`config.mk`:
```
export PLATFORM = sky130hd
export DESIGN_NAME = ywa_ctrl
export DESIGN_NICKNAME = d
export VERILOG_FILES = /design/src/design/ywa_pkg.sv /design/src/design/ywa_ctrl.sv
export SDC_FILE = /design/constraint.sdc
export NUM_CORES = 1
export LEC_CHECK = 0
export BUFFER_PORTS_ARGS = -buffer_cell sky130_fd_sc_hd__buf_4
export CORE_AREA = 2 2 39 41
export CTS_BUF_LIST = sky130_fd_sc_hd__clkbuf_2
export DETAILED_ROUTE_END_ITERATION = 10
export DIE_AREA = 0 0 41 43
export GPL_ROUTABILITY_DRIVEN = 0
export SYNTH_ARGS = -nofsm -noshare
export SYNTH_HDL_FRONTEND = slang
export SYNTH_SLANG_ARGS = --single-unit
```
`constraint.sdc`:
```
create_clock -name clk -period 1.35 [get_ports clk]
set_input_delay 0.2025 -clock clk [delete_from_list [all_inputs] [get_ports clk]]
set_output_delay 0.2025 -clock clk [all_outputs]
set_load 0.03 [all_outputs]
```
`src/design/ywa_pkg.sv`:
```
`timescale 1ns / 1ps
// ----------------------------------------------------------------------------
// ywa_pkg: shared types and codes of the YUYV window average probe
// Holds op codes, status codes, register indexes and the controller/datapath command and status structs.
// ----------------------------------------------------------------------------
package ywa_pkg;

  localparam logic [1:0] OP_FRAME = 2'd0;
  localparam logic [1:0] OP_DATA  = 2'd1;
  localparam logic [1:0] OP_QUERY = 2'd2;

  localparam logic [1:0] ST_OK       = 2'd0;
  localparam logic [1:0] ST_NO_FRAME = 2'd1;
  localparam logic [1:0] ST_OUTSIDE  = 2'd2;

  localparam int REG_WIDTH  = 0;
  localparam int REG_HEIGHT = 1;

  // Commands from the controller to the datapath.
  typedef struct packed {
    logic load_query;   // latch query fields and compute window bounds
    logic start_walk;   // set up the walk at the window's first pixel
    logic issue_read;   // compute address of current pixel and step
    logic accum;        // add the returned pixel into the sums
    logic start_div;    // begin the three divisions
    logic div_step;     // one restoring division step
  } ywa_cmd_t;

  // Status returned by the datapath.
  typedef struct packed {
    logic       walk_last;  // current pixel is the window's last one
    logic       div_done;   // all quotient bits produced
    logic [1:0] status;     // status of the latched query
    logic       single;     // radius zero query
  } ywa_sts_t;

endpackage

```
`src/design/ywa_ctrl.sv`:
```
`timescale 1ns / 1ps
// ----------------------------------------------------------------------------
// ywa_ctrl: sequencer of the window average probe
// Accepts items, runs a query through walk and division, holds the result.
// ----------------------------------------------------------------------------
module ywa_ctrl
  import ywa_pkg::*;
(
  input  logic     clk,
  input  logic     rst_n,
  input  logic     in_valid,
  input  logic [1:0] in_op,
  output logic     in_ready,
  output logic     out_valid,
  input  logic     out_ready,
  input  ywa_sts_t sts,
  output ywa_cmd_t cmd
);

  typedef enum logic [2:0] {
    S_IDLE, S_CHECK, S_WALK, S_DRAIN, S_DIVINIT, S_DIV, S_OUT
  } state_t;

  state_t state_r, state_nxt;
  logic   out_valid_r, out_valid_nxt;
  logic   take;

  // Pipelined accumulation: the read issued in one walk cycle returns next.
  logic walk_d_r;

  assign in_ready  = (state_r == S_IDLE);
  assign take      = in_valid && in_ready;
  assign out_valid = out_valid_r;

  always_comb begin
    state_nxt     = state_r;
    out_valid_nxt = out_valid_r;
    cmd           = '0;
    case (state_r)
      S_IDLE: begin
        if (take && in_op == OP_QUERY) begin
          cmd.load_query = 1'b1;
          state_nxt      = S_CHECK;
        end
      end
      S_CHECK: begin
        cmd.start_walk = 1'b1;
        if (sts.status != ST_OK) begin
          out_valid_nxt = 1'b1;
          state_nxt     = S_OUT;
        end else begin
          state_nxt = S_WALK;
        end
      end
      S_WALK: begin
        cmd.issue_read = 1'b1;
        // Accumulate each word the cycle after its read was issued.
        cmd.accum      = walk_d_r;
        if (sts.walk_last) begin
          state_nxt = S_DRAIN;
        end
      end
      S_DRAIN: begin
        // Last read word is now on the RAM output.
        cmd.accum = 1'b1;
        if (sts.single) begin
          out_valid_nxt = 1'b1;
          state_nxt     = S_OUT;
        end else begin
          state_nxt = S_DIVINIT;
        end
      end
      S_DIVINIT: begin
        // The sums are final here, so the dividers load them.
        cmd.start_div = 1'b1;
        state_nxt     = S_DIV;
      end
      S_DIV: begin
        cmd.div_step = 1'b1;
        if (sts.div_done) begin
          cmd.div_step  = 1'b0;
          out_valid_nxt = 1'b1;
          state_nxt     = S_OUT;
        end
      end
      S_OUT: begin
        if (out_ready) begin
          out_valid_nxt = 1'b0;
          state_nxt     = S_IDLE;
        end
      end
      default: state_nxt = S_IDLE;
    endcase
  end

  always_ff @(posedge clk) begin
    if (!rst_n) begin
      state_r     <= S_IDLE;
      out_valid_r <= 1'b0;
      walk_d_r    <= 1'b0;
    end else begin
      state_r     <= state_nxt;
      out_valid_r <= out_valid_nxt;
      walk_d_r    <= (state_r == S_WALK) && !sts.walk_last;
    end
  end

  property p_out_hold;
    @(posedge clk) disable iff (!rst_n) out_valid && !out_ready |=> out_valid;
  endproperty
  a_out_hold: assert property (p_out_hold) else $error("result dropped");

  a_no_take_busy: assert property (@(posedge clk) disable iff (!rst_n)
    out_valid |-> !in_ready) else $error("item taken while result pending");

  a_walk_exits: assert property (@(posedge clk) disable iff (!rst_n)
    state_r == S_DRAIN |=> state_r == S_DIVINIT || state_r == S_OUT)
    else $error("drain did not move on");

  a_drain_after_walk: assert property (@(posedge clk) disable iff (!rst_n)
    state_r == S_DRAIN |-> $past(state_r == S_WALK))
    else $error("drain without walk");

endmodule

```
After elaboration in Yosys (flattened, before gate mapping)
Index checks and enable logic that the tools add are counted.

Output and inout port bits: 8. Flip-flop bits (word level): 5. Word-level logic and storage cells: 45.

Equality and inequality tests: 13. Reduce and logical (&&, ||, !) cells: 9. Multiplexer cells: 20.

Operators with widths (number): 3-bit case mux with 7 select lines (1); 3-bit 2-to-1 mux (5); 1-bit 2-to-1 mux (11); 2-bit != test, second input constant (5); 3-bit equality test, second input constant (3); 3-bit by 2-bit equality test with 1-bit output, second input constant (2); 5-bit AND reduction (1); 1-bit case mux with 4 select lines (1); 4-bit AND reduction (1); 4-bit nonzero test (1); 3-bit by 1-bit equality test with 1-bit output, second input constant (1); 1-bit logical AND (3); 3-bit logical NOT (1); 2-bit equality test, second input constant (1); 2-bit 2-to-1 mux (1); 2-bit by 1-bit != test with 1-bit output, second input constant (1); 1-bit case mux with 2 select lines (1); 2-bit nonzero test (1); 1-bit logical NOT (1).

Depth between registers and ports, before layout
Depth after elaboration: 5. Mapped depth: 5.

Worst setup path after synthesis
OpenSTA, ideal clock, no wires.

Kind: reg2out. From: register state_r[0]. To: output port cmd[5] in the netlist's numbering. Path buffers: 1. Stages on the path, launching flop included: 3. Slack: -0.324 ns. Arrival: 1.472 ns. Cell sequence: dfxtp_1 -> buf_2 -> nor4_1.

RTL lines: from (decl) (line ywa_ctrl.sv:24) `state_t state_r, state_nxt;`; from (signal assigned) (line ywa_ctrl.sv:102) `state_r <= state_nxt;`; to (decl) (line ywa_ctrl.sv:17) `output ywa_cmd_t cmd`.

==> out/qor.txt <==
Status -> finished with violations
Failing checks -> negative setup slack
Clock Skews -> 0.01521 ns
Vias per cell -> 5.352
Core ar. -> 1384 um^2
Met2 global-route usage -> 0.2281
RSZ-0062 raised after global routing -> yes
Most Crowded Layer GR -> met2
Die Area -> 1763 um^2
Final hold vios -> 0
Main synth FF type -> dfxtp_1
Data required, critical path -> 1.15 ns
Worst setup margin -> -0.006245 ns
Most common library cells after synthesis -> dfxtp_1, nand2_1, nor2_1, nand2b_1, o211ai_1
Syn avg cell area -> 7.711 um^2
#FFs+latches synth -> 5
WL/cell -> 13.75 um
Grt total ovfl -> 0
Tot GR Track Use -> 0.1484
Mapped Nets -> 54
Placed Area -> 511.7 um^2
Worst Path Max Fanout -> 3
Design area -> 649.4 um^2
Worst Path Arrival -> 1.15 ns
Max Clk Rate -> 737.3 MHz
Yosys cell types -> 25
Clock slew at reported path FFs -> 0.08 ns
CTS sink cnt -> 5
Synth top area share -> 0.3019
Fin crit period -> 1.356 ns
LEAKAGE -> 0.0002848 uW
Slew @ Worst Pin -> 0.2368 ns
Cell taking the most area after synthesis -> dfxtp_1
Yosys warning count -> 0
Hold buffers post-CTS -> 0
First DRT Iteration DRCs -> 9
CP top delay family -> flip-flops
Crit. End Element -> primary output
First-pass GRT wire length -> 1.780 mm
Root Buffer -> clkbuf_2
CTS tree -> yes
Final period utilization -> 1.005
CP Launch Type -> flop
Slowest cell on crit path -> dfxtp_4
Post-synth EDFFs -> 0
Max-slew violations -> 0
Relative slew slack -> 0.8411
Proportion of layout cells with a drive suffix above 1 -> 0.6133
H-tree depth reported by CTS -> 1
First-pass DRT Iterations -> 4
Slowest stage delay, CP -> 0.36 ns
# port buffers -> 18
Sequential area share after synthesis -> 0.3019
Initial antenna violation count -> 0
Clk buf depth -> 2
WP buf/inv -> 2
Most common cell in the netlist -> dfxtp_1
Initial Util -> 0.2396
Post-route ant nets -> 0
Die Width -> 41 um
Max-cap violations -> 0
Detailed-placement wirelength estimate -> 725.4 um
Nets -> 87
Cells after synthesis -> 43
Later-pin clock latency in the skew report -> 0.24 ns
Met1 Use GR -> 0.1795
Non-filler cells, final -> 91
Row Count -> 14
Hold Crit Class -> in2reg
Largest net degree at the start of global routing -> 8
Synth-to-Final Area Change -> 95.85%
PD cells -> 1073 nW/um^2
Num CTS Buffers -> 3
Top Ports -> 19
Crit path kind -> reg2out
DP Cell Count -> 78
Number of global-route vias before repair -> 414
Synth top area cells -> dfxtp_1, o211ai_1, nand2b_1
Cells along the critical path -> buf_6, nor4_2, buf_4
Worst VDD drop -> 0.0003880 V
Drc violations -> 0
Synth Cell Area -> 331.6 um^2
Via count -> 487
Finish-stage setup viols -> 1
Met3 Track Usage GR -> 0.06806
Die H -> 43 um
Routed WL -> 1.251 mm
Asr flop ratio synth -> 0
Setup TNS -> -0.006245 ns
Ant diodes -> 0
## final cells by class
| type | instances | area, um^2 |
|---|---|---|
| fillers | 135 | 734.5 |
| repair buffers | 31 | 251.5 |
| multi-input cells | 33 | 239.0 |
| flip-flops and latches | 5 | 111.4 |
| clock buffers | 4 | 20.02 |
| well taps | 16 | 20.02 |
| inverters | 2 | 7.507 |
## registers in the layout, indices dropped and copies added (netlist names)
| register | count |
|---|---|
| state_r | 3 |
| out_valid | 1 |
| walk_d_r | 1 |
## routing by layer
metal | share of wire | routed length, um | vias to the layer above
met5 | 0 | 0 | -
met4 | 0.0064 | 8 | 0
met1 | 0.43 | 541 | 238
li1 | - | - | 227
met2 | 0.47 | 586 | 20
met3 | 0.091 | 114 | 2
## path summary, 6_finish.rpt
kind         cells after the start  slack [ns]       start         to
max reg2reg                      6        0.12  state_r[0]  out_valid
min reg2reg                      1        0.53   out_valid  out_valid
max                              3      -0.006  state_r[1]     cmd[5]
min                              2        0.14      sts[4]   walk_d_r
## cell usage in the layout (no fill, tap or decap), drive strengths merged
cell    Yosys  routed
a21boi      1       1
a21oi       2       2
a311oi      1       1
a32oi       1       1
and3        1       1
buf         3      31
clkbuf      0       4
dfxtp       5       5
inv         2       2
nand2       4       4
nand2b      3       3
nand3       1       1
nand3b      1       1
nand4       1       1
nor2        4       4
nor3        2       2
nor4        1       1
nor4b       1       1
o211ai      3       3
o21a        1       1
o21ai       1       1
o221a       1       1
o22ai       1       1
o31ai       1       1
xor2        1       1
## through the flow
stage | utilization | hold slack (ns) | setup WS [ns] | power [uW]
CTS | 0.4349 | 0.1319 | 0.005578 | 658.4
global route | 0.4693 | 0.1221 | -0.03183 | 736.3
finish | 0.4693 | 0.1423 | -0.006245 | 697.0
detailed placement | 0.3698 | 0.3844 | 0.1051 | 451.4
floorplan | - | 0.2798 | -0.0002850 | 354.1
global placement | 0.3698 | 0.3845 | 0.1437 | 452.3
## kinds of logic after synthesis
logic type | count (synthesis) | share of synthesized area
AO/OA/AOI/OAI | 13 | 0.2868
XOR/XNOR | 1 | 0.02642
buffers and inverters | 5 | 0.08680
flip-flops | 5 | 0.3019
AND/OR/NAND/NOR | 19 | 0.2981
## report_power, final
group	switching (uW)	total [uW]	internal [uW]
Combinational	177	352	175
Clock	76.6	155	78.6
Sequential	22.1	190	168
Total	276	697	421
## timing repair
| item | in CTS | in global routing |
|---|---|---|
| gates resized for setup | 9 | 8 |
| pin swaps | 1 | 5 |
| setup endpoints to repair | 7 | 7 |
| buffers inserted | 7 | 2 |
(Power assumes the default switching activity.)
